[config.mk]
export PLATFORM = sky130hd
export DESIGN_NAME = nsgs_fifo
export DESIGN_NICKNAME = d
export VERILOG_FILES = /design/src/hdl/nsgs_pkg.sv /design/src/hdl/nsgs_fifo.sv
export SDC_FILE = /design/constraint.sdc
export NUM_CORES = 1
export LEC_CHECK = 0
export ABC_AREA = 0
export BUFFER_PORTS_ARGS = -buffer_cell sky130_fd_sc_hd__buf_2
export CORE_AREA = 2 2 60 62
export DETAILED_ROUTE_END_ITERATION = 10
export DIE_AREA = 0 0 62 64
export PLACE_DENSITY = 0.79
export REMOVE_ABC_BUFFERS = 1
export SYNTH_ARGS = -nofsm -noshare
export SYNTH_HDL_FRONTEND = slang
export SYNTH_SLANG_ARGS = --single-unit
[constraint.sdc]
create_clock -name clk -period 2.23 [get_ports clk]
set_input_delay 0.223 -clock clk [delete_from_list [all_inputs] [get_ports clk]]
set_output_delay 0.223 -clock clk [all_outputs]
set_load 0.05 [all_outputs]
[src/hdl/nsgs_pkg.sv]
package nsgs_pkg;

    // Defaults for the top-level parameters.
    localparam int DEF_MAX_SIDE      = 64;
    localparam int DEF_WEIGHT_BITS   = 16;
    localparam int DEF_GRADIENT_BITS = 32;

    // Configuration register layout.
    localparam int DECAY_BITS     = 16;
    localparam int SIDE_CFG_BITS  = 7;
    localparam int COUNT_CFG_BITS = 11;
    localparam int MAP_POS_BITS   = 10;
    localparam int MAP_LIMIT      = 1024;
    localparam int CFG_DATA_BITS  = 16;
    localparam int CFG_INDEX_BITS = 2;
    localparam int SIDE_RESET     = 16;
    localparam int COUNT_RESET    = 1;

    localparam logic [CFG_INDEX_BITS-1:0] REG_DECAY = 2'd0;
    localparam logic [CFG_INDEX_BITS-1:0] REG_SIDE  = 2'd1;
    localparam logic [CFG_INDEX_BITS-1:0] REG_COUNT = 2'd2;

    // Four decay steps of either sign fit in this many signed bits.
    localparam int NET_BITS = DECAY_BITS + 3;

    // Entries in the job queue between front and back.
    localparam int QUEUE_DEPTH = 4;

    // What the front learned about one item: which results it causes and
    // which neighbors of those results lie inside the map.
    typedef struct packed {
        logic has_main;   // result of the element one row up
        logic has_tail;   // last row: result of the element to the left
        logic has_fin;    // last element: its own result
        logic col_gt0;
        logic col_gt1;
        logic right_ok;
        logic row_gt0;
        logic row_gt1;
        logic last_map;
    } job_flags_t;

    localparam int FLAGS_BITS = $bits(job_flags_t);

endpackage

[src/hdl/nsgs_fifo.sv]
module nsgs_fifo #(
    parameter int WIDTH = 8,
    parameter int DEPTH = nsgs_pkg::QUEUE_DEPTH
) (
    input  logic             clk,
    input  logic             rst_n,
    input  logic             push,
    input  logic [WIDTH-1:0] push_data,
    output logic             full,
    input  logic             pop,
    output logic             empty,
    output logic [WIDTH-1:0] pop_data
);
    import nsgs_pkg::*;

    localparam int PTR_W = (DEPTH > 1) ? $clog2(DEPTH) : 1;
    localparam int CNT_W = $clog2(DEPTH + 1);

    logic [WIDTH-1:0] slot_reg [DEPTH];
    logic [PTR_W-1:0] wr_ptr_reg, wr_ptr_next;
    logic [PTR_W-1:0] rd_ptr_reg, rd_ptr_next;
    logic [CNT_W-1:0] count_reg, count_next;
    logic             do_push;
    logic             do_pop;

    assign full     = (count_reg == CNT_W'(DEPTH));
    assign empty    = (count_reg == '0);
    assign do_push  = push && !full;
    assign do_pop   = pop && !empty;
    assign pop_data = slot_reg[rd_ptr_reg];

    always_comb
    begin
        wr_ptr_next = wr_ptr_reg;
        rd_ptr_next = rd_ptr_reg;
        count_next  = count_reg;
        if (do_push)
        begin
            wr_ptr_next = (wr_ptr_reg == PTR_W'(DEPTH - 1)) ? '0 : wr_ptr_reg + PTR_W'(1);
        end
        if (do_pop)
        begin
            rd_ptr_next = (rd_ptr_reg == PTR_W'(DEPTH - 1)) ? '0 : rd_ptr_reg + PTR_W'(1);
        end
        if (do_push && !do_pop)
        begin
            count_next = count_reg + CNT_W'(1);
        end
        else if (do_pop && !do_push)
        begin
            count_next = count_reg - CNT_W'(1);
        end
    end

    always_ff @(posedge clk or negedge rst_n)
    begin
        if (!rst_n)
        begin
            wr_ptr_reg <= '0;
            rd_ptr_reg <= '0;
            count_reg  <= '0;
        end
        else
        begin
            wr_ptr_reg <= wr_ptr_next;
            rd_ptr_reg <= rd_ptr_next;
            count_reg  <= count_next;
        end
    end

    always_ff @(posedge clk)
    begin
        if (do_push)
        begin
            slot_reg[wr_ptr_reg] <= push_data;
        end
    end

endmodule

-- Word level (Yosys, flattened, before mapping)
Memories as Yosys holds them, arrays and structs flattened.
Index checks and enable logic that the tools add are counted.
- $add $sub $neg: 4
- eq/ne operators: 3
- muxes and demuxes: 6
- reduce and logical (&&, ||, !) cells: 10
- operator list (kind ; number):
    3-bit two-way mux ; 2
    2-bit by 1-bit adder with 2-bit output, second input constant ; 2
    2-bit equality test, second input constant ; 2
    1-bit logical AND ; 4
    1-bit logical NOT ; 4
    2-bit two-way mux ; 2
    3-bit by 1-bit adder with 3-bit output, second input constant ; 1
    3-bit equality test, second input constant ; 1
    3-bit logical NOT ; 1
    3-bit by 1-bit subtractor with 3-bit output, second input constant ; 1
    1-bit two-way mux ; 2
    2-bit nonzero test ; 1
- register bits: 7
- memory bits (writable): 32
- output and inout port bits: 10
- word-level logic and storage cells: 27
- memories: 1
- memory list (memory ; words ; bits a word ; rd ports ; clocked after Yosys merged registers in ; write ports ; RTL line ; RTL):
    slot_reg ; 4 ; 8 ; 1 ; 0 ; 1 ; nsgs_fifo.sv:19 ; logic [WIDTH-1:0] slot_reg [DEPTH];

-- Logic depth before layout (Yosys ltp)
Gate-level depths: netlist (run 1).
- depth in word-level cells: 7
- depth in mapped cells: 9
- depth with buffers taken out: 8

-- Worst setup path after synthesis (run 1)
No wires, ideal clock.
- kind: flip-flop to flip-flop
- start: register count_reg[0]
- end: register count_reg[2]
- library setup time: 0.079 ns
- arrival: 2.912 ns
- required time: 2.151 ns
- setup slack: -0.761 ns
- stages on the path, launching flop included: 9
- buffers on the path: 0
- cells stage by stage: dfrtp_1 > nor3_1 > nand2b_4 > ha_1 > inv_1 > fa_1 > xor2_1 > nor2_1 > xor2_1
- word-level cells in the longest chain between the ends: 6
- elaborated cells on any way between the ends: 15
- RTL lines (item ; RTL line ; RTL):
    from (decl) ; nsgs_fifo.sv:22 ; logic [CNT_W-1:0] count_reg, count_next;
    from (signal assigned) ; nsgs_fifo.sv:67 ; count_reg <= count_next;
    3-bit logical NOT * ; nsgs_fifo.sv:27 ; assign empty = (count_reg == '0);
    net empty ; nsgs_fifo.sv:11 ; output logic empty,
    1-bit logical NOT * ; nsgs_fifo.sv:29 ; assign do_pop = pop && !empty;
    1-bit logical AND * ; nsgs_fifo.sv:29 ;
    1-bit logical NOT ; nsgs_fifo.sv:45 ; if (do_push && !do_pop)
    1-bit logical AND ; nsgs_fifo.sv:45 ;
    3-bit two-way mux / 2-bit nonzero test (equally long branches) ; -- ;
The timed path passes the listed nets; every way through them passes the cells marked *. The select of a mux whose other input is x is not followed.
A chain may end at the register's enable or synchronous reset.

-- Worst setup path after layout (run 1)
- start: register count_reg[0]
- end: register count_reg[2]
- word-level cells in the longest chain between the ends: 6
- elaborated cells on any way between the ends: 15
- RTL lines (item):
    parallel branches: the longest is 6 deep, another holds 3-bit by 1-bit subtractor with 3-bit output
Several ways; the timed one is not identified. The select of a mux whose other input is x is not followed.

==> key figures, run 1 <==
Layout
  – Final instance area: 0.00187 sq mm
  – Antenna Cells: 0
  – Nets: 125
  – P&R area growth vs syn: 15.3%
  – Flip-flop count of the largest register after layout: 32
  – Ratio of cells with drive above 1 in the final layout: 47.7%
  – Post-route insts no fill: 153

Clocking
  – CTS tree: yes
  – CTS buffer count: 5
  – Clk sinks: 39
  – CTS root buffer: clkbuf_4
  – H-Tree Level Count: 2
  – Reg clk slew, reported paths: 110 ps
  – Worst-Skew Late Latency: about 340 ps
  – Clock Path Buffers: 2

GRT
  – Initial antenna violation count: 0
  – Largest net degree at the start of global routing: 13
  – Number of global-route vias before repair: 806
  – Global route overflow: 0
  – Total GRT Usage: between 10% and 20%
  – First-pass GRT wire length: 3950 um

Floorplan
  – Ports: 22
  – Starting Density: 49.3%
  – Die outline width: 62 um
  – Die ar.: 0.00397 sq mm
  – Chip Height: around 64 um
  – Core ar.: 0.00328 sq mm
  – FP Rows: 21

Placed design
  – Placed Area: 0.00177 sq mm
  – IO buf count: 21
  – Global placement routability congestion: 0.708
  – Placed insts: 144

Pwr
  – Pwr/cell area: 1470 mW/mm^2
  – VDD IR max: 0.622 mV
  – Leak Pwr: 0.000710 uW

Synthesis
  – Part of the Yosys area used for sequential elements: approximately 70%
  – Area leader, netlist: edfxtp_1
  – Top-count cell post-synth: edfxtp_1
  – Number of synthesized register bits: 39
  – Yosys warning count: 0
  – Cell variety after synth: 19
  – Mapped Cells: 79
  – Mapped cell area: roughly 0.0016 sq mm
  – Synth top area share: 59.3%
  – Top cells by area, synth: edfxtp_1 (59%), mux4_2 (11%), dfrtp_1 (11%), ha_1 (4.6%), mux2_2 (2.1%)
  – Syn Area/Cell: just over 20 sq um
  – Main synth FF type: edfxtp_1
  – EDFF count, synth: 32
  – Post-synth ARST share: 17.9%
  – Synth cell count leaders: edfxtp_1 (32), mux4_2 (8), dfrtp_1 (7), ha_1 (6), and2_2 (4)

STA
  – Number of max-slew violations in the final report: 0
  – Max-slew headroom: between 60% and 70%
  – Fmax: 492 MHz
  – # setup viols final: 0
  – Min Tclk post-route: a little over 2000 ps
  – Clk_skew: 12.5 ps
  – Final Hold Viols: 0
  – Slew @ Worst Pin: 470 ps
  – Tcrit/Tclk final: 91.1%
  – RSZ-0062 raised after global routing: no

Route
  – DRC errors left: 0
  – Antenna Nets Post-Route: 0
  – Drt total wl: 2370 um
  – Routed via count: 782
  – Vias per cell: 5.11
  – Detailed-route wire length per cell: ~15 um
  – Iteration-0 DRC Markers: 17
  – DRT Pass-1 Iters: 4

Worst setup path
  – CP arrival: about 2300 ps
  – Worst R2R Path Depth: 8
  – Startpoint types: flop
  – Worst EP required: 2510 ps
  – Critical Path Sink Type: flop
  – Crit Path Category: flop to flop
  – CP max FO: 4

Hold path
  – Hold Crit Class: primary input to flop
  – Hold depth: 1

Status
  – Run status: finished clean

Run
  – Number of max-cap violations: 0
placed cells by master (no fill, tap or decap):
master and count:
and2_2 4, buf_2 21, buf_4 1, bufinv_16 1, clkbuf_4 5, clkbuf_8 1, clkinv_2 1, dfrtp_1 6
dfrtp_2 1, dlygate4sd3_1 1, edfxtp_1 32, fa_1 1, ha_1 6, inv_1 3, mux2_2 3, mux2_4 2
mux4_2 8, nand2b_4 1, nor2_1 3, nor2b_2 1, nor3_1 1, nor3b_4 1, xnor2_1 1, xor2_1 2
critical path, cell delays in order, from the launching register on:
cell and delay, ps:
dfrtp_1 480, nor3_1 270, nand2b_4 190, ha_1 190, inv_1 60, fa_1 380
xor2_1 150, nor2_1 110, xor2_1 150
cell type report:
type / instances / area [sq um]
tap: 46 / 57.6
fill: 254 / 1420
inverter: 3 / 11.3
clock buffer: 6 / 51.3
clock inverter: 2 / 35.0
timing repair buffer: 23 / 123
multi-input combinational: 34 / 453
sequential: 39 / 1140
power breakdown:
group | total, uW | switching, uW | internal [uW]
sequential | 1160 | 176 | 986
combinational | 1100 | 664 | 432
clock | 489 | 224 | 265
cell families (layout without fill, tap and decap cells):
logic type / after synthesis / count (layout) / synth area share, %
DFF: 39 / 39 / 70.1
muxes: 13 / 13 / 15.1
xor gates and xnor gates: 3 / 3 / 1.62
and+or+nand+nor: 11 / 11 / 5.41
adders and majority gates: 7 / 7 / 5.87
buffers and inverters: 6 / 34 / 1.93
final timing paths:
check                                  to         start  slack, ps
min in group asynchronous    count_reg[2]         rst_n        220
hold / removal             slot_reg[3][1]  push_data[1]         90
setup / recovery             count_reg[2]  count_reg[0]        200
max in group asynchronous   rd_ptr_reg[0]         rst_n       1830
hold reg to reg              count_reg[2]  count_reg[2]        510
setup reg to reg             count_reg[2]  count_reg[0]        200
stage by stage:
stage	power [uW]	setup TNS [ps]	setup slack [ps]	util (%)	hold WS [ps]
2_1_floorplan	2030	-2040	-761	-	-72.6
3_3_place_gp	2250	0	337	53.9	67.2
3_5_place_dp	2290	0	228	53.9	72.6
4_1_cts	2780	0	44.2	56.8	76.6
5_1_grt	2910	0	5.98	56.9	61.8
6_report	2750	0	198	56.9	86.1
metal layers:
| layer | part of all wire [%] | GRT usage [%] |
|---|---|---|
| met3 | 6.8 | 6.88 |
| met4 | 1.8 | 7.18 |
| met2 | 51 | 22.0 |
| met1 | 41 | 17.7 |
| met5 | 0 | 0 |
timing repair:
item / 4_1_cts / 5_1_grt
gates resized for setup: 0 / 1
endpoints found under the setup margin: 0 / 8
buffers inserted: 0 / 0
hold endpoints to repair: 7 / 0
hold buffers: 1 / 0
Note: power is estimated with default switching activity, not from simulation.
==> run 2, diff against run 1 <==
PLACE_DENSITY = 0.77   (was 0.79)
==> key figures, run 2 (synthesis gave the netlist of run 1 again) <==
Route
  – Detailed-route wire length per cell: 15.3 um (was 15.5 um)
  – DRC errors left: 0 (unchanged)
  – Drt total wl: 2350 um (was 2370 um)
  – Antenna Nets Post-Route: 0 (unchanged)
  – Routed via count: 794 (was 782)
  – Iteration-0 DRC Markers: 36 (was 17)
  – DRT Pass-1 Iters: 4 (unchanged)
  – Vias per cell: 5.19 (was 5.11)

STA
  – # setup viols final: 0 (unchanged)
  – Number of max-slew violations in the final report: 0 (unchanged)
  – Tcrit/Tclk final: 90.3% (was 91.1%)
  – Max-slew headroom: 71.1% (was 68.7%)
  – Slew @ Worst Pin: 434 ps (was 470 ps)
  – Fmax: 497 MHz (was 492 MHz)
  – Min Tclk post-route: 2010 ps (was 2030 ps)
  – Final Hold Viols: 0 (unchanged)
  – Clk_skew: 9.99 ps (was 12.5 ps)
  – RSZ-0062 raised after global routing: no (unchanged)

Worst setup path
  – Worst EP required: 2510 ps (about the same)
  – Setup crit start: count_reg[1] (was count_reg[0])
  – CP arrival: 2300 ps (was 2310 ps)
  – Crit path largest cell delay: 470 ps (was 480 ps)
  – Top delay family on crit path: adder cells (was simple AND/OR/NAND/NOR gates)
  – R2R Path Start: count_reg[1] (was count_reg[0])
  – Critical Path Sink Type: flop (unchanged)
  – Startpoint types: flop (unchanged)
  – CP max FO: 4 (unchanged)
  – Critical path's most frequent cell: xor2_1 (unchanged)
  – Slowest CP cell: dfrtp_1 (unchanged)
  – Crit Path Category: flop to flop (unchanged)
  – Worst-path cell chain: nor3_2 > nand2b_4 > ha_1 > inv_1 > fa_1 > xor2_1 > nor2_1 > xor2_1 (was nor3_1 > nand2b_4 > ha_1 > inv_1 > fa_1 > xor2_1 > nor2_1 > xor2_1)
  – Worst R2R Path Depth: 8 (unchanged)
  – Buf/Inv on CP: 1 (unchanged)
  – Levels on crit path: 8 (unchanged)

Floorplan
  – FP Rows: 21 (unchanged)
  – Ports: 22 (unchanged)
  – Die outline width: 62 um (unchanged)
  – Core ar.: 0.00328 sq mm (unchanged)
  – Starting Density: 49.3% (unchanged)
  – Chip Height: 64 um (unchanged)
  – Die ar.: 0.00397 sq mm (unchanged)

Clocking
  – Clock Path Buffers: 2 (unchanged)
  – Worst-Skew Late Latency: 350 ps (was 340 ps)
  – CTS buffer count: 5 (unchanged)
  – Clk sinks: 39 (unchanged)
  – CTS root buffer: clkbuf_4 (unchanged)
  – Reg clk slew, reported paths: 110 ps (about the same)
  – Postcts setup bufs: 0 (unchanged)
  – H-Tree Level Count: 2 (unchanged)
  – CTS tree: yes (unchanged)

Placed design
  – Placed Area: 0.00177 sq mm (unchanged)
  – IO buf count: 21 (unchanged)
  – Final HPWL DP: 1610 um
  – Global placement routability congestion: 0.852 (was 0.708)
  – Placed insts: 144 (unchanged)

Run
  – Number of max-cap violations: 0 (unchanged)

Layout
  – Fin util: 57.5% (was 56.9%)
  – Flip-flop count of the largest register after layout: 32 (unchanged)
  – Ratio of cells with drive above 1 in the final layout: 47.7% (unchanged)
  – Final instance area: 0.00189 sq mm (was 0.00187 sq mm)
  – P&R area growth vs syn: 16.5% (was 15.3%)
  – Most common cell after layout, fill and taps aside: edfxtp_1 (unchanged)
  – Post-route insts no fill: 153 (unchanged)
  – Antenna Cells: 0 (unchanged)
  – Nets: 125 (unchanged)
  – Commonest non-fill, non-tap cells in the layout: edfxtp_1 (32), buf_2 (21), mux4_2 (8), ha_1 (6), dfrtp_1 (6) (unchanged)

GRT
  – Initial antenna violation count: 0 (unchanged)
  – Total GRT Usage: 14.6% (was 14.8%)
  – Global route overflow: 0 (unchanged)
  – Number of global-route vias before repair: 835 (was 806)
  – First-pass GRT wire length: 3890 um (was 3950 um)
  – Largest net degree at the start of global routing: 13 (unchanged)

Pwr
  – Pwr/cell area: 1500 mW/mm^2 (was 1470 mW/mm^2)
  – VDD IR max: 0.580 mV (was 0.622 mV)
  – Pwr Total: 2840 uW (was 2750 uW)
  – Leak Pwr: 0.000715 uW (was 0.000710 uW)

Hold path
  – Hold Crit Start: push_data[0] (was push_data[1])
  – Hold Crit Class: primary input to flop (unchanged)
  – Hold depth: 1 (unchanged)

Status
  – Run status: finished clean (unchanged)
## run 2: metal layers
layer | wire [um] | up-vias | GRT usage [%]
met4 | 78 | 0 | 9.57
met3 | 124 | 8 | 5.47
met1 | 960 | 411 | 16.4
met2 | 1180 | 18 | 22.5
met5 | 0 | - | 0
li1 | - | 357 | -
## run 2: what timing repair did
| item | CTS | global route |
|---|---|---|
| gates resized for setup | 0 | 2 |
| endpoints found under the hold margin | 7 | 0 |
| hold buffers | 1 | 0 |
| endpoints found under the setup margin | 0 | 9 |
## run 2: cell type report
class | count | area, sq um
repair buffers | 23 | 123
multi-input cells | 34 | 458
clock inverters | 2 | 60.1
well taps | 46 | 57.6
fillers | 245 | 1400
clock buffers | 6 | 41.3
inverters | 3 | 11.3
flip-flops and latches | 39 | 1140
## run 2: per-stage QoR
| step | setup WS, ps | hold WS [ps] | setup TNS, ps |
|---|---|---|---|
| 3_3_place_gp | 328 | 62.0 | 0 |
| 2_1_floorplan | -761 | -72.6 | -2040 |
| 4_1_cts | 48.6 | 76.2 | 0 |
| 3_5_place_dp | 148 | 61.0 | 0 |
| 6_report | 217 | 79.0 | 0 |
| 5_1_grt | 93.9 | 69.2 | 0 |
## run 2: final timing paths
path,endpoint,slack (ps)
max,count_reg[2],220
min reg2reg,count_reg[2],540
max reg2reg,count_reg[2],220
min,slot_reg[0][0],80
max in group asynchronous,rd_ptr_reg[0],1840
min in group asynchronous,count_reg[0],230
## run 2: power breakdown
part	internal (uW)	switching, uW
combinational	437	663
sequential	986	179
clock	350	223
