[src/hdl/nsgs_pkg.sv]
package nsgs_pkg;

    // Defaults for the top-level parameters.
    localparam int DEF_MAX_SIDE      = 64;
    localparam int DEF_WEIGHT_BITS   = 16;
    localparam int DEF_GRADIENT_BITS = 32;

    // Configuration register layout.
    localparam int DECAY_BITS     = 16;
    localparam int SIDE_CFG_BITS  = 7;
    localparam int COUNT_CFG_BITS = 11;
    localparam int MAP_POS_BITS   = 10;
    localparam int MAP_LIMIT      = 1024;
    localparam int CFG_DATA_BITS  = 16;
    localparam int CFG_INDEX_BITS = 2;
    localparam int SIDE_RESET     = 16;
    localparam int COUNT_RESET    = 1;

    localparam logic [CFG_INDEX_BITS-1:0] REG_DECAY = 2'd0;
    localparam logic [CFG_INDEX_BITS-1:0] REG_SIDE  = 2'd1;
    localparam logic [CFG_INDEX_BITS-1:0] REG_COUNT = 2'd2;

    // Four decay steps of either sign fit in this many signed bits.
    localparam int NET_BITS = DECAY_BITS + 3;

    // Entries in the job queue between front and back.
    localparam int QUEUE_DEPTH = 4;

    // What the front learned about one item: which results it causes and
    // which neighbors of those results lie inside the map.
    typedef struct packed {
        logic has_main;   // result of the element one row up
        logic has_tail;   // last row: result of the element to the left
        logic has_fin;    // last element: its own result
        logic col_gt0;
        logic col_gt1;
        logic right_ok;
        logic row_gt0;
        logic row_gt1;
        logic last_map;
    } job_flags_t;

    localparam int FLAGS_BITS = $bits(job_flags_t);

endpackage

[src/hdl/nsgs_back.sv]
module nsgs_back #(
    parameter int WEIGHT_BITS   = nsgs_pkg::DEF_WEIGHT_BITS,
    parameter int GRADIENT_BITS = nsgs_pkg::DEF_GRADIENT_BITS
) (
    input  logic                                   clk,
    input  logic                                   rst_n,
    input  logic                                   cfg_write,
    input  logic [nsgs_pkg::CFG_INDEX_BITS-1:0]    cfg_index,
    input  logic [nsgs_pkg::CFG_DATA_BITS-1:0]     cfg_data,
    input  logic                                   job_avail,
    output logic                                   job_take,
    input  nsgs_pkg::job_flags_t                   job_flags,
    input  logic signed [WEIGHT_BITS-1:0]          w_cur,
    input  logic signed [WEIGHT_BITS-1:0]          w_prev,
    input  logic signed [WEIGHT_BITS-1:0]          w_prev2,
    input  logic signed [WEIGHT_BITS-1:0]          w_up1,
    input  logic signed [WEIGHT_BITS-1:0]          w_up2,
    input  logic signed [WEIGHT_BITS-1:0]          w_right,
    input  logic signed [WEIGHT_BITS-1:0]          w_left_up,
    input  logic signed [GRADIENT_BITS-1:0]        g_cur,
    input  logic signed [GRADIENT_BITS-1:0]        g_prev,
    input  logic signed [GRADIENT_BITS-1:0]        g_up,
    output logic                                   empty,
    input  logic                                   pop,
    output logic signed [GRADIENT_BITS-1:0]        gradient_out,
    output logic                                   last_of_run,
    output logic                                   end_of_layer
);
    import nsgs_pkg::*;

    localparam int SUM_BITS = ((GRADIENT_BITS > NET_BITS) ? GRADIENT_BITS : NET_BITS) + 1;
    localparam logic signed [SUM_BITS-1:0] G_MAX =
        SUM_BITS'({1'b0, {(GRADIENT_BITS - 1){1'b1}}});
    localparam logic signed [SUM_BITS-1:0] G_MIN = -G_MAX - SUM_BITS'(1);

    localparam logic [1:0] KIND_MAIN = 2'd0;
    localparam logic [1:0] KIND_TAIL = 2'd1;
    localparam logic [1:0] KIND_FIN  = 2'd2;

    logic [DECAY_BITS-1:0]           decay_reg;
    logic [2:0]                      done_reg, done_next;
    logic                            out_valid_reg, out_valid_next;
    logic signed [GRADIENT_BITS-1:0] grad_reg;
    logic                            last_reg;
    logic                            end_reg;

    logic [2:0]                      have;
    logic [2:0]                      pend;
    logic [2:0]                      sel_bit;
    logic [1:0]                      kind;
    logic                            last_pick;
    logic                            load;
    logic signed [WEIGHT_BITS-1:0]   center_w;
    logic signed [GRADIENT_BITS-1:0] center_g;
    logic signed [WEIGHT_BITS-1:0]   nb_w [4];
    logic [3:0]                      nb_en;
    logic signed [NET_BITS-1:0]      net;
    logic signed [SUM_BITS-1:0]      sum;
    logic signed [GRADIENT_BITS-1:0] sat;

    function automatic logic signed [NET_BITS-1:0] step_term(
        input logic signed [WEIGHT_BITS-1:0] w,
        input logic signed [WEIGHT_BITS-1:0] nb,
        input logic                          en,
        input logic [DECAY_BITS-1:0]         d
    );
        logic signed [NET_BITS-1:0] mag;
        mag = signed'(NET_BITS'(d));
        if (!en)
        begin
            return '0;
        end
        return (w < nb) ? mag : -mag;
    endfunction

    assign have = {job_flags.has_fin, job_flags.has_tail, job_flags.has_main};
    assign pend = have & ~done_reg;

    // Results of one job leave in raster order: the element one row up, then
    // the left neighbor in the last row, then the map's final element.
    always_comb
    begin
        if (pend[0])
        begin
            kind    = KIND_MAIN;
            sel_bit = 3'b001;
        end
        else if (pend[1])
        begin
            kind    = KIND_TAIL;
            sel_bit = 3'b010;
        end
        else
        begin
            kind    = KIND_FIN;
            sel_bit = 3'b100;
        end
    end

    assign last_pick = ((pend & ~sel_bit) == 3'b000);

    // Neighbor order: left, right, up, down.
    always_comb
    begin
        case (kind)
            KIND_TAIL:
            begin
                center_w = w_prev;
                center_g = g_prev;
                nb_w[0]  = w_prev2;
                nb_w[1]  = w_cur;
                nb_w[2]  = w_left_up;
                nb_w[3]  = w_cur;
                nb_en    = {1'b0, job_flags.row_gt0, 1'b1, job_flags.col_gt1};
            end
            KIND_FIN:
            begin
                center_w = w_cur;
                center_g = g_cur;
                nb_w[0]  = w_prev;
                nb_w[1]  = w_cur;
                nb_w[2]  = w_up1;
                nb_w[3]  = w_cur;
                nb_en    = {1'b0, job_flags.row_gt0, 1'b0, job_flags.col_gt0};
            end
            default:
            begin
                center_w = w_up1;
                center_g = g_up;
                nb_w[0]  = w_left_up;
                nb_w[1]  = w_right;
                nb_w[2]  = w_up2;
                nb_w[3]  = w_cur;
                nb_en    = {1'b1, job_flags.row_gt1, job_flags.right_ok, job_flags.col_gt0};
            end
        endcase
    end

    always_comb
    begin
        net = step_term(center_w, nb_w[0], nb_en[0], decay_reg)
            + step_term(center_w, nb_w[1], nb_en[1], decay_reg)
            + step_term(center_w, nb_w[2], nb_en[2], decay_reg)
            + step_term(center_w, nb_w[3], nb_en[3], decay_reg);
        sum = SUM_BITS'(center_g) + SUM_BITS'(net);
        if (sum > G_MAX)
        begin
            sat = GRADIENT_BITS'(G_MAX);
        end
        else if (sum < G_MIN)
        begin
            sat = GRADIENT_BITS'(G_MIN);
        end
        else
        begin
            sat = sum[GRADIENT_BITS-1:0];
        end
    end

    assign load     = job_avail && (!out_valid_reg || pop);
    assign job_take = load && last_pick;

    always_comb
    begin
        done_next      = done_reg;
        out_valid_next = out_valid_reg;
        if (pop)
        begin
            out_valid_next = 1'b0;
        end
        if (load)
        begin
            out_valid_next = 1'b1;
            done_next      = last_pick ? 3'b000 : (done_reg | sel_bit);
        end
    end

    always_ff @(posedge clk or negedge rst_n)
    begin
        if (!rst_n)
        begin
            decay_reg     <= '0;
            done_reg      <= 3'b000;
            out_valid_reg <= 1'b0;
        end
        else
        begin
            if (cfg_write && (cfg_index == REG_DECAY))
            begin
                decay_reg <= cfg_data[DECAY_BITS-1:0];
            end
            done_reg      <= done_next;
            out_valid_reg <= out_valid_next;
        end
    end

    always_ff @(posedge clk)
    begin
        if (load)
        begin
            grad_reg <= sat;
            last_reg <= last_pick;
            end_reg  <= (kind == KIND_FIN) && job_flags.last_map;
        end
    end

    assign empty        = !out_valid_reg;
    assign gradient_out = grad_reg;
    assign last_of_run  = last_reg;
    assign end_of_layer = end_reg;

    assert property (@(posedge clk) disable iff (!rst_n)
        job_avail |-> ((done_reg & ~have) == 3'b000))
    else $error("result marked done that the job does not have");

    assert property (@(posedge clk) disable iff (!rst_n)
        job_avail |-> (have != 3'b000))
    else $error("queued job carries no result");

    assert property (@(posedge clk) disable iff (!rst_n)
        (out_valid_reg && end_reg) |-> last_reg)
    else $error("end of layer on a beat that is not the last of its run");

endmodule

[config.mk]
export PLATFORM = sky130hd
export DESIGN_NAME = nsgs_back
export DESIGN_NICKNAME = d
export VERILOG_FILES = /design/src/hdl/nsgs_pkg.sv /design/src/hdl/nsgs_back.sv
export SDC_FILE = /design/constraint.sdc
export NUM_CORES = 1
export LEC_CHECK = 0
export ABC_CLOCK_PERIOD_IN_PS = 10950
export BUFFER_PORTS_ARGS = -buffer_cell sky130_fd_sc_hd__buf_2
export CORE_ASPECT_RATIO = 2
export CORE_UTILIZATION = 27
export CTS_CLUSTER_DIAMETER = 200
export DETAILED_ROUTE_END_ITERATION = 10
export PLACE_DENSITY = 0.49
export SYNTH_ARGS = -nofsm -noshare
export SYNTH_HDL_FRONTEND = slang
export SYNTH_SLANG_ARGS = --single-unit
[constraint.sdc]
create_clock -name clk -period 10.95 [get_ports clk]
set_input_delay 0.5475 -clock clk [delete_from_list [all_inputs] [get_ports clk]]
set_output_delay 0.5475 -clock clk [all_outputs]
set_load 0.01 [all_outputs]
# Word level (Yosys, flattened, before mapping)
# Cells that the tools add are included.
classes:
  n_reduce_logical: 9
  addsub: 5
  order_cmp: 6
  eq_ne: 2
  bitwise_logic: 5
  n_mux: 20
op_table:
  columns: ["op", "n"]
  rows:
  - ["two-way mux 19 bit", 8]
  - ["case mux 64 bit (2 select lines)", 1]
  - ["less-than comparator 16 bit", 4]
  - ["case mux 32 bit (2 select lines)", 1]
  - ["adder 19 bit", 3]
  - ["adder 32 x 19 -> 33 bit", 1]
  - ["> comparator 33 x 32 -> 1 bit, second input constant", 1]
  - ["less-than comparator 33 x 32 -> 1 bit, second input constant", 1]
  - ["two-way mux 32 bit", 1]
  - ["case mux 16 bit (2 select lines)", 1]
  - ["negator 16 -> 19 bit", 1]
  - ["two-way mux 3 bit", 3]
  - ["case mux 4 bit (2 select lines)", 1]
  - ["AND 3 bit", 2]
  - ["NOT 3 bit", 2]
  - ["logical AND 1 bit", 4]
  - ["two-way mux 2 bit", 2]
  - ["zero test 3 bit", 1]
  - ["bitwise OR 3 bit", 1]
  - ["equality test 2 x 1 -> 1 bit, second input constant", 1]
  - ["equality test 2 bit, second input constant", 1]
  - ["zero test 2 bit", 1]
  - ["two-way mux 1 bit", 2]
  - ["nonzero test 2 bit", 1]
  - ["other kinds (2)", 2]
word_totals:
  output_inout_bits: 36
  in_bits: 240
  wordCells: 53
  reg_bits: 54

# Depth between registers and ports, before layout
# Gate-level depths: netlist of the first run.
depth:
  depth_word: 15
  depth_mapped: 56
  depth_no_buf: 46

# Least setup slack after synthesis of the first run
# Ideal clock, no wire load.
synth_timing:
  kind: "input -> register"
  startpoint: "in job_flags[8] (netlist name)"
  endpoint: "reg grad_reg[7], in the netlist gradient_out[7], data pin"
  arrival_time_ns: 10.409
  required_time_ns: 10.680
  stages: 53
  n_path_buf: 10
  path_slack_ns: 0.271
  setup_ns: 0.270
  cell_sequence: "nor2b_1 buf_2 buf_2 buf_1 buf_1 clkbuf_1 clkbuf_1 o21ai_0 ha_1 a21o_1 a21o_1 a211o_1 a2111oi_0 a21oi_1 a41o_1 buf_2 clkbuf_1 a21oi_1 [... 17 more ...] o21bai_1 a21oi_1 o21bai_1 a21oi_1 xnor2_1 ha_1 o211ai_1 a21oi_1 nand3_1 mux2i_1 o311ai_1 o211ai_2 a21boi_1 buf_2 nor4_2 nor3_4 buf_4 a21oi_1"
synth_between:
  elab_chain_len: 13
  elab_cells_between_ends: 27
  classes_between: "4 x add/sub; 6 x order compare; 2 x eq/ne; 14 x mux; 1 x bitwise"
synth_lines:
  columns: ["item", "line", "source"]
  rows:
  - ["from (decl)", "nsgs_back.sv:12", "input nsgs_pkg::job_flags_t job_flags,"]
  - ["AND 3 bit (*)", "nsgs_back.sv:77", "assign pend = have & ~done_reg;"]
  - ["two-way mux 2 bit (*)", "nsgs_back.sv:83", "if (pend[0])"]
  - ["equality test 2 bit / equality test 2 x 1 -> 1 bit (equally long branches)", "nsgs_back.sv:105", "case (kind)"]
  - ["case mux 16 bit (2 select lines) / case mux 64 bit (2 select lines) (equally long branches)", "nsgs_back.sv:105", null]
  - ["less-than comparator 16 bit", "nsgs_back.sv:73", "return (w < nb) ? mag : -mag;"]
  - ["two-way mux 19 bit (2 in a row)", "nsgs_back.sv:73", null]
  - ["adder 19 bit", "nsgs_back.sv:142", "+ step_term(center_w, nb_w[1], nb_en[1], decay_reg)"]
  - ["adder 19 bit", "nsgs_back.sv:143", "+ step_term(center_w, nb_w[2], nb_en[2], decay_reg)"]
  - ["adder 19 bit", "nsgs_back.sv:144", "+ step_term(center_w, nb_w[3], nb_en[3], decay_reg);"]
  - ["adder 32 x 19 -> 33 bit (*)", "nsgs_back.sv:145", "sum = SUM_BITS'(center_g) + SUM_BITS'(net);"]
  - ["less-than comparator 33 x 32 -> 1 bit", "nsgs_back.sv:150", "else if (sum < G_MIN)"]
  - ["two-way mux 32 bit", "nsgs_back.sv:150", null]
  - ["to (signal assigned)", "nsgs_back.sv:201", "grad_reg <= sat;"]
  - ["to (decl)", "nsgs_back.sv:43", "logic signed [GRADIENT_BITS-1:0] grad_reg;"]
# Mark *: on every way between the ends. The rest lies on a longest branch, timed or not.
# A chain may end at the register's enable or synchronous reset.

# Final worst setup path of the first run
layout_timing:
  startpoint: "reg done_reg[1]"
  endpoint: "reg grad_reg[1], in the netlist gradient_out[1], data pin"
layout_between:
  elab_chain_len: 15
  elab_cells_between_ends: 29
  classes_between: "4 x add/sub; 6 x order compare; 2 x eq/ne; 15 x mux; 2 x bitwise"
layout_lines:
  columns: ["item", "line", "source"]
  rows:
  - ["from (decl)", "nsgs_back.sv:41", "logic [2:0] done_reg, done_next;"]
  - ["from (signal assigned)", "nsgs_back.sv:192", "done_reg <= done_next;"]
  - ["NOT 3 bit (*)", "nsgs_back.sv:77", null]
  - ["AND 3 bit (*)", "nsgs_back.sv:77", null]
  - ["two-way mux 2 bit (*)", "nsgs_back.sv:88", "else if (pend[1])"]
  - ["two-way mux 2 bit (*)", "nsgs_back.sv:83", null]
  - ["equality test 2 bit / equality test 2 x 1 -> 1 bit (equally long branches)", "nsgs_back.sv:105", null]
  - ["case mux 16 bit (2 select lines) / case mux 64 bit (2 select lines) (equally long branches)", "nsgs_back.sv:105", null]
  - ["less-than comparator 16 bit", "nsgs_back.sv:73", null]
  - ["two-way mux 19 bit (2 in a row)", "nsgs_back.sv:73", null]
  - ["adder 19 bit", "nsgs_back.sv:142", null]
  - ["adder 19 bit", "nsgs_back.sv:143", null]
  - ["adder 19 bit", "nsgs_back.sv:144", null]
  - ["adder 32 x 19 -> 33 bit (*)", "nsgs_back.sv:145", null]
  - ["less-than comparator 33 x 32 -> 1 bit", "nsgs_back.sv:150", null]
  - ["two-way mux 32 bit", "nsgs_back.sv:150", null]
# Marks and branches as above.

==> results_dict.tcl, run 1 <==
set metrics [dict create \
    synth_cell_type_count 80 \
    r2r_end "gradient_out[1]" \
    period_minus_slack_ps 10240 \
    gp_congestion 0.871 \
    synth_xor_area_frac 0.0918 \
    overflow 0 \
    synth_compound_area_frac 0.228 \
    synth.top_cells.by_area "ha_1, edfxtp_1, a21oi_1, nand2_1, fa_1" \
    finalCritPeriodShare 0.936 \
    cts_max_level 2 \
    crit_type "reg -> reg" \
    numPortBuffers 275 \
    dpl.cell_count 2213 \
    critPathMostFrequentCell "a21oi_1" \
    grt_pass1_wl_um 58200 \
    crit_family "compound AO/OA/AOI/OAI gates" \
    hold_path_class "in -> async" \
    drive_gt1_frac 0.226 \
    yosys-top-cells-count "nand2_1, a21oi_1, nor2_1" \
    viasPerCell 4.94 \
    die-area_mm2 0.0397 \
    ant_nets 0 \
    final_max_slew_viol_count 0 \
    grt_max_degree 50 \
    synth_top_family_by_area "simple AND/OR/NAND/NOR gates" \
    chipHeight_um 281 \
    rsz0062_at_grt "no" \
    vias 11100 \
    yosys_warnings 0 \
    grt_usage 0.190 \
    syn_area_per_cell_um2 7.17 \
    netlist_instances 1464 \
    required_ps 10980 \
    cts-buffers-inserted 5 \
    reg2reg_from "done_reg[1]" \
    dpl.hpwl_um 32400 \
    worst_r2r_path_depth 43 \
    syn-num-nets 1846 \
    final_nets 2103 \
    synth_top_cell_by_area "ha_1" \
    nFillCells 4162 \
    drt_iter0_drc 444 \
    drt-total-wl_um 38600 \
    arrival_ps 10270 \
    rows 101 \
    critical_path_buf_inv_count 4 \
    fin_ws_ps 706 \
    syn_area_mm2 0.0105 \
    grt_antenna_before_repair 5 \
    largest_register_ffs 32 \
    async_flop_share 0.370 \
    fmaxAchievable_mhz 97.6 \
    hold_violations 0 \
    max_stage_delay_ps 610 \
    fin_skew_ps 22.9 \
    synth-seq-cells 54 \
    cts_buffer_depth 2 \
    cap_violations 0 \
    root_buffer "clkbuf_16" \
    synth_fa_ha_area_frac 0.200 \
    core_region_area_mm2 0.0382 \
    drc 0 \
    io_pins 276 \
    synth_top_area_frac 0.125 \
    startpoint_type "flop" \
    first_pass_iters 7 \
    pre_cts_slack_ps -72.7 \
    clk_latency_ps 330 \
    synth_edf_count 34 \
    synthMuxAreaShare 0.0293 \
    path_clk_slew_ps 90 \
    cts.sinks 54 \
    cp-end-kind "flop" \
    syn_to_final_growth_pct 23.0 \
    grt_pass1_vias 11300 \
    ys_dominant_reg_cell "edfxtp_1" \
    yosysSeqAreaShare 0.145 \
    setup_viol 0 \
    cts_tree "built" \
    initial_utilization 0.275 \
    synth-simple-area-share 0.230 \
    reg2reg_slack_ps 710 \
    fin_cells 2242 \
    synthMostInstantiatedCell "nand2_1" \
    critPathSlowestCell "or4b_2" \
    relSlewSlack 0.262 \
    outcome "finished clean" \
    hold_buffers 0 \
    wl_per_cell_um 17.2 \
    chipWidth_um 141 \
    tightest_slew_ps 1110 \
    cp_max_fo 27 \
]
[metrics by stage]
step                      hold slack [ps]  TNS (ps)   util  instance area [µm²]
final                                 202         0  0.338                12900
after global routing                  237         0  0.338                12900
after CTS                             227         0  0.332                12700
after detailed placement              491      -910  0.329                12500
after global placement                497         0  0.329                12500
after floorplan                       252         0      -                10500
[final cells by class]
type / instances / area, µm² / area share
clock buffers: 6 / 129 / 0.00998
flip-flops and latches: 54 / 1520 / 0.118
repair buffers: 332 / 1860 / 0.144
clock inverters: 2 / 13.8 / 0.00107
inverters: 118 / 443 / 0.0343
multi-input cells: 1210 / 8290 / 0.642
diodes: 5 / 12.5 / 0.000969
well taps: 515 / 644 / 0.0499
[placed cells by master, fill, tap and decap left out, drive strengths merged, types with 8 or more instances in the layout]
cell / netlist / final
mux2: 16 / 16
inv: 118 / 119
o21bai: 13 / 13
nor3: 22 / 22
o211ai: 8 / 8
a21o: 22 / 22
xor2: 51 / 51
xnor2: 44 / 44
nand4: 13 / 13
nor2b: 23 / 24
nand3: 24 / 24
o31ai: 8 / 9
a31oi: 30 / 30
fa: 37 / 37
buf: 25 / 332
a211oi: 13 / 13
nor2: 154 / 154
o21a: 8 / 8
mux2i: 12 / 12
ha: 105 / 105
edfxtp: 34 / 34
dfrtp: 20 / 20
a21oi: 195 / 195
nand2b: 16 / 16
nand2: 222 / 222
or3: 23 / 23
o21ai: 61 / 61
[worst max path at each step]
stage	from	endpoint	slack, ps	cells past startpoint
2_1_floorplan	job_flags[8]	gradient_out[7]	270	53
3_3_place_gp	job_flags[7]	gradient_out[1]	120	47
3_5_place_dp	job_flags[7]	gradient_out[20]	-70	49
4_1_cts	done_reg[1]	gradient_out[8]	80	48
5_1_grt	done_reg[1]	gradient_out[0]	3	46
6_report	done_reg[1]	gradient_out[1]	710	43
[routing by layer]
| layer | track usage | vias up | wire length (µm) |
|---|---|---|---|
| li1 | - | 5582 | - |
| met1 | 0.173 | 5077 | 13300 |
| met2 | 0.402 | 336 | 22300 |
| met3 | 0.0170 | 82 | 1280 |
| met4 | 0.0932 | 0 | 1750 |
| met5 | 0 | - | 0 |
[what timing repair did]
action                     CTS  global route
setup endpoints to repair    0            32
resized for setup            0            16
setup buffers                0            14
[worst reg2reg max path: cells and delay by family (launching register included)]
kind / cells / cell delay, ps
DFF: 1 / 500
adders and majority gates: 6 / 2210
and+or+nand+nor: 11 / 2740
xor gates and xnor gates: 1 / 100
AOI/OAI and AO/OA: 21 / 3870
buffers and inverters: 4 / 550
[cells by family (layout without fill, tap and decap cells)]
| group | count (synthesis) | after routing |
|---|---|---|
| muxes | 28 | 28 |
| buffers and inverters | 202 | 458 |
| xor gates and xnor gates | 100 | 100 |
| adders and majority gates | 146 | 146 |
| DFF | 54 | 54 |
| AOI/OAI and AO/OA | 398 | 399 |
| and+or+nand+nor | 536 | 537 |
| other | 0 | 5 |
Power of run 1 is left out: the tool's default activity adds up to more than one toggle a clock period on the data nets, which glitch-free logic cannot reach.
==> inputs of run 2 (changes only) <==
--- a/config.mk
+++ b/config.mk
@@ -11,7 +11,7 @@
 export CORE_UTILIZATION = 27
 export CTS_CLUSTER_DIAMETER = 200
 export DETAILED_ROUTE_END_ITERATION = 10
-export PLACE_DENSITY = 0.49
+export PLACE_DENSITY_LB_ADDON = 0.12
 export SYNTH_ARGS = -nofsm -noshare
 export SYNTH_HDL_FRONTEND = slang
 export SYNTH_SLANG_ARGS = --single-unit
==> run 2 against run 1 <==
  * Clock skew shrank 6.8 ps
  * Worst hold slack improved by 11 ps
  * Wire length is 0.84% higher
  * Worst setup slack improved by 88 ps
  * Utilization about the same
  * Sequential cell count unchanged
  * Die area is the same
  * Fmax is 0.87% higher
  * Via count down 0.37%
  * Critical path depth increased by 1
  * Non-clock buffer count is 1 lower
  * Critical path type unchanged
  * Highest routed layer is now met5
==> results_dict.tcl, run 2 (synthesis gave the netlist of run 1 again) <==
set metrics [dict create \
    post_dp_cell_area_mm2 0.0126 \
    drive_gt1_frac 0.226 \
    final_max_slew_viol_count 0 \
    clk_latency_ps 320 \
    cts_buffer_depth 2 \
    cts.sinks 54 \
    largest_register_ffs 32 \
    crit_type "reg -> reg" \
    rsz0062_at_grt "no" \
    period_minus_slack_ps 10160 \
    gp_congestion 0.871 \
    outcome "finished clean" \
    setup_viol 0 \
    cap_violations 0 \
    diodes 0 \
    cp_max_fo 49 \
    layout_commonest_cell "buf_2" \
    wl_per_cell_um 17.4 \
    mostFrequentLayoutCells "buf_2, nand2_1, a21oi_1, nor2_1, inv_1" \
    cp-end-kind "flop" \
    viasPerCell 4.94 \
    arrival_ps 10170 \
    reg2reg_from "done_reg[1]" \
    crit_start "done_reg[1]" \
    drc 0 \
    r2r_end "gradient_out[3]" \
    worst_r2r_path_depth 44 \
    fmaxAchievable_mhz 98.5 \
    stdcell_area_mm2 0.0129 \
    grt_max_degree 56 \
    grt_antenna_before_repair 2 \
    ant_nets 0 \
    core_region_area_mm2 0.0382 \
    vias 11000 \
    critPathMostFrequentCell "a21oi_1" \
    numPortBuffers 275 \
    fin_skew_ps 16.1 \
    overflow 0 \
    grt_usage 0.193 \
    path_clk_slew_ps 80 \
    nFillCells 4216 \
    chipWidth_um 141 \
    die-area_mm2 0.0397 \
    drt-total-wl_um 39000 \
    io_pins 276 \
    dpl.hpwl_um 33300 \
    root_buffer "clkbuf_16" \
    chipHeight_um 281 \
    relSlewSlack 0.224 \
    cts-buffers-inserted 5 \
    max_stage_delay_ps 590 \
    cts_tree "built" \
    reg2reg_slack_ps 790 \
    grt_pass1_wl_um 58800 \
    startpoint_type "flop" \
    tightest_slew_ps 1160 \
    rows 101 \
    hold_violations 0 \
    hold_path_class "in -> async" \
    initial_utilization 0.275 \
    drt_iter0_drc 377 \
    setup_tns_ps 0 \
    first_pass_iters 5 \
    final_nets 2102 \
    cts_max_level 2 \
    required_ps 10970 \
    syn_to_final_growth_pct 23.0 \
    critPathSlowestCell "o311ai_0" \
    finalCritPeriodShare 0.927 \
    grt_pass1_vias 11200 \
]
## run 2: stage by stage
| stage | utilization | hold WS (ps) | worst slack (ps) | instances |
|---|---|---|---|---|
| 6_report | 0.338 | 213 | 794 | 2236 |
| 5_1_grt | 0.338 | 243 | 49.0 | 2236 |
| 2_1_floorplan | - | 252 | 271 | 1464 |
| 3_3_place_gp | 0.330 | 491 | 300 | 2216 |
| 3_5_place_dp | 0.330 | 507 | 306 | 2216 |
| 4_1_cts | 0.334 | 232 | 463 | 2224 |
## run 2: layout make-up
class	count	area [µm²]	area share
clock buffers	8	168	0.0130
inverters	118	443	0.0343
multi-input cells	1210	8300	0.643
flip-flops and latches	54	1520	0.118
well taps	515	644	0.0499
repair buffers	331	1830	0.142
## run 2: how the worst max path moves through the flow
stage / to / slack, ps / depth (start not counted)
2_1_floorplan: gradient_out[7] / 270 / 53
3_3_place_gp: gradient_out[14] / 300 / 46
3_5_place_dp: gradient_out[14] / 310 / 49
4_1_cts: gradient_out[14] / 460 / 47
5_1_grt: gradient_out[20] / 50 / 47
6_report: gradient_out[3] / 790 / 44
## run 2: per-layer routing
| layer | global-route usage | up-vias | wire, µm |
|---|---|---|---|
| met5 | 0 | - | 23 |
| met4 | 0.0965 | 4 | 2020 |
| met3 | 0.0148 | 85 | 1130 |
| met2 | 0.413 | 311 | 22800 |
| met1 | 0.172 | 5063 | 13000 |
| li1 | - | 5573 | - |
## run 2: what timing repair did
action,CTS,global route
hold buffers,0,0
gates resized for setup,0,17
endpoints found under the hold margin,0,0
buffers inserted,0,10
endpoints found under the setup margin,0,31
## run 2: worst max-delay path, delay by kind of cell, from the launching register on
kind | cells | cell delay [ps]
compound gates | 18 | 3990
fa+ha+maj | 5 | 1980
buf+inv | 10 | 1530
simple gates | 8 | 1130
xor+xnor | 3 | 660
flops | 1 | 470
Power of run 2 is left out for the same reason.
==> inputs of run 3 (changes only) <==
--- a/config.mk
+++ b/config.mk
@@ -9,6 +9,7 @@
 export BUFFER_PORTS_ARGS = -buffer_cell sky130_fd_sc_hd__buf_2
 export CORE_ASPECT_RATIO = 2
 export CORE_UTILIZATION = 27
+export CTS_BUF_LIST = sky130_fd_sc_hd__clkbuf_4 sky130_fd_sc_hd__clkbuf_8 sky130_fd_sc_hd__clkbuf_16
 export CTS_CLUSTER_DIAMETER = 200
 export DETAILED_ROUTE_END_ITERATION = 10
 export PLACE_DENSITY_LB_ADDON = 0.12
==> constraint.sdc (replaced) <==
create_clock -name clk -period 10.95 [get_ports clk]
set_input_delay 1.6425 -clock clk [delete_from_list [all_inputs] [get_ports clk]]
set_output_delay 1.6425 -clock clk [all_outputs]
set_load 0.01 [all_outputs]
==> run 3 against run 2 <==
  * Worst hold slack better by 310 ps
  * Clock-buffer cell count decreased by 3
  * Cell area is 10% higher
  * Worst setup slack got worse by 370 ps
  * Register-to-register slack gained 610 ps
  * Clock skew is 11 ps lower
  * Non-clock buffer count grew 125
  * Critical path depth is 5 higher
  * Wire length grew 4.8%
  * Sequential cell count did not move
  * Die area stayed put
  * Via count is 4.9% higher
==> results_dict.tcl, run 3 (synthesis gave the netlist of run 1 again) <==
set metrics [dict create \
    finalCritPeriodShare 0.962 \
    holdCritStartpoint "done_reg[2]" \
    cap_violations 0 \
    r2r_end "gradient_out[19]" \
    critPathSlowestCell "fa_1" \
    grt_usage 0.198 \
    relSlewSlack 0.398 \
    tightest_slew_ps 903 \
    layout_commonest_cell "buf_2" \
    initial_utilization 0.275 \
    cts_buffer_depth 2 \
    final_nets 2225 \
    grt_antenna_before_repair 3 \
    hold_violations 0 \
    fmaxAchievable_mhz 95.0 \
    cts_max_level 2 \
    fin_cells 2361 \
    mostFrequentLayoutCells "buf_2, nand2_1, a21oi_1, buf_4, nor2_1" \
    cts-buffers-inserted 5 \
    cp_max_fo 12 \
    hold_buffers 0 \
    grt_max_degree 51 \
    die-area_mm2 0.0397 \
    first_pass_iters 4 \
    drt-total-wl_um 40800 \
    clk_latency_ps 310 \
    overflow 0 \
    largest_register_ffs 32 \
    drive_gt1_frac 0.298 \
    arrival_ps 10590 \
    reg2reg_slack_ps 1400 \
    setup_viol 0 \
    grt_pass1_wl_um 60900 \
    final_max_slew_viol_count 0 \
    chipHeight_um 281 \
    required_ps 11010 \
    cts.sinks 54 \
    vias 11600 \
    drt_iter0_drc 382 \
    worst_r2r_path_depth 48 \
    dpl.cell_count 2326 \
    wl_per_cell_um 17.3 \
    fin_skew_ps 4.76 \
    startpoint_type "primary input" \
    dpl.hpwl_um 34300 \
    outcome "finished clean" \
    period_minus_slack_ps 10530 \
    viasPerCell 4.90 \
    max_stage_delay_ps 530 \
    root_buffer "clkbuf_16" \
    crit_type "in -> reg" \
    holdPathEnd "done_reg[2]" \
    chipWidth_um 141 \
    rows 101 \
    syn_to_final_growth_pct 35.2 \
    path_clk_slew_ps 80 \
    drc 0 \
    numPortBuffers 275 \
    core_region_area_mm2 0.0382 \
    cp-end-kind "flop" \
    hold_depth 2 \
    gp_congestion 0.881 \
    ant_nets 0 \
    cts_tree "built" \
    io_pins 276 \
    reg2reg_from "done_reg[1]" \
    critPathMostFrequentCell "a21oi_1" \
    hold_path_class "reg -> reg" \
    grt_pass1_vias 11900 \
    nFillCells 4204 \
]
[run 3: cell count changes in the layout (fill, tap and decap cells not counted), sizes merged]
cell | previous run | this run
clkinv | 0 | 2
inv | 118 | 119
diode | 0 | 2
o31ai | 10 | 8
clkbuf | 8 | 9
buf | 331 | 452
[run 3: metrics by stage]
step / area, µm² / TNS (ps) / setup slack (ps) / hold WS (ps) / utilization
finish: 14200 / 0 / 419 / 520 / 0.372
global route: 14200 / -105 / -26.5 / 551 / 0.372
CTS: 13600 / 0 / 212 / 526 / 0.357
detailed placement: 13500 / -1880 / -101 / 512 / 0.353
global placement: 13500 / -1530 / -82.3 / 494 / 0.353
floorplan: 10600 / 0 / 12.8 / 471 / -
[run 3: how the worst max path moves through the flow]
stage	startpoint	endpoint	slack [ps]	depth (start not counted)
final	job_flags[7]	gradient_out[19]	420	49
after global routing	job_flags[7]	gradient_out[2]	-30	50
after CTS	job_flags[8]	gradient_out[19]	210	45
after detailed placement	job_flags[8]	gradient_out[19]	-100	44
after global placement	job_flags[8]	gradient_out[1]	-80	45
after floorplan	job_flags[8]	gradient_out[7]	10	48
[run 3: repair_timing]
action,CTS,global route
setup buffers,0,21
gates resized for setup,0,61
endpoints found under the setup margin,0,32
[run 3: area by class of cell]
class / count / area (µm²) / share of cell area
antenna: 2 / 5.00 / 0.000353
clock buffer: 5 / 125 / 0.00882
clock inverter: 3 / 17.5 / 0.00123
inverter: 118 / 443 / 0.0312
multi-input combinational: 1208 / 8470 / 0.597
sequential: 54 / 1520 / 0.107
tap: 515 / 644 / 0.0454
timing repair buffer: 456 / 2970 / 0.209
[run 3: critical path: cells and delay by family]
family                     cells  cell delay (ps)
xor gates and xnor gates       2              360
adders and majority gates      5             1920
and+or+nand+nor                8             1110
buffers and inverters         12             1560
AOI/OAI and AO/OA             22             3980
[run 3: metal layers]
metal / GRT usage / wire, µm / part of all wire
met1: 0.174 / 13400 / 0.33
met2: 0.446 / 24600 / 0.60
met4: 0.0703 / 1670 / 0.041
met5: 0 / 10 / 0.00024
met3: 0.0123 / 1090 / 0.027
Power of run 3 is left out for the same reason.
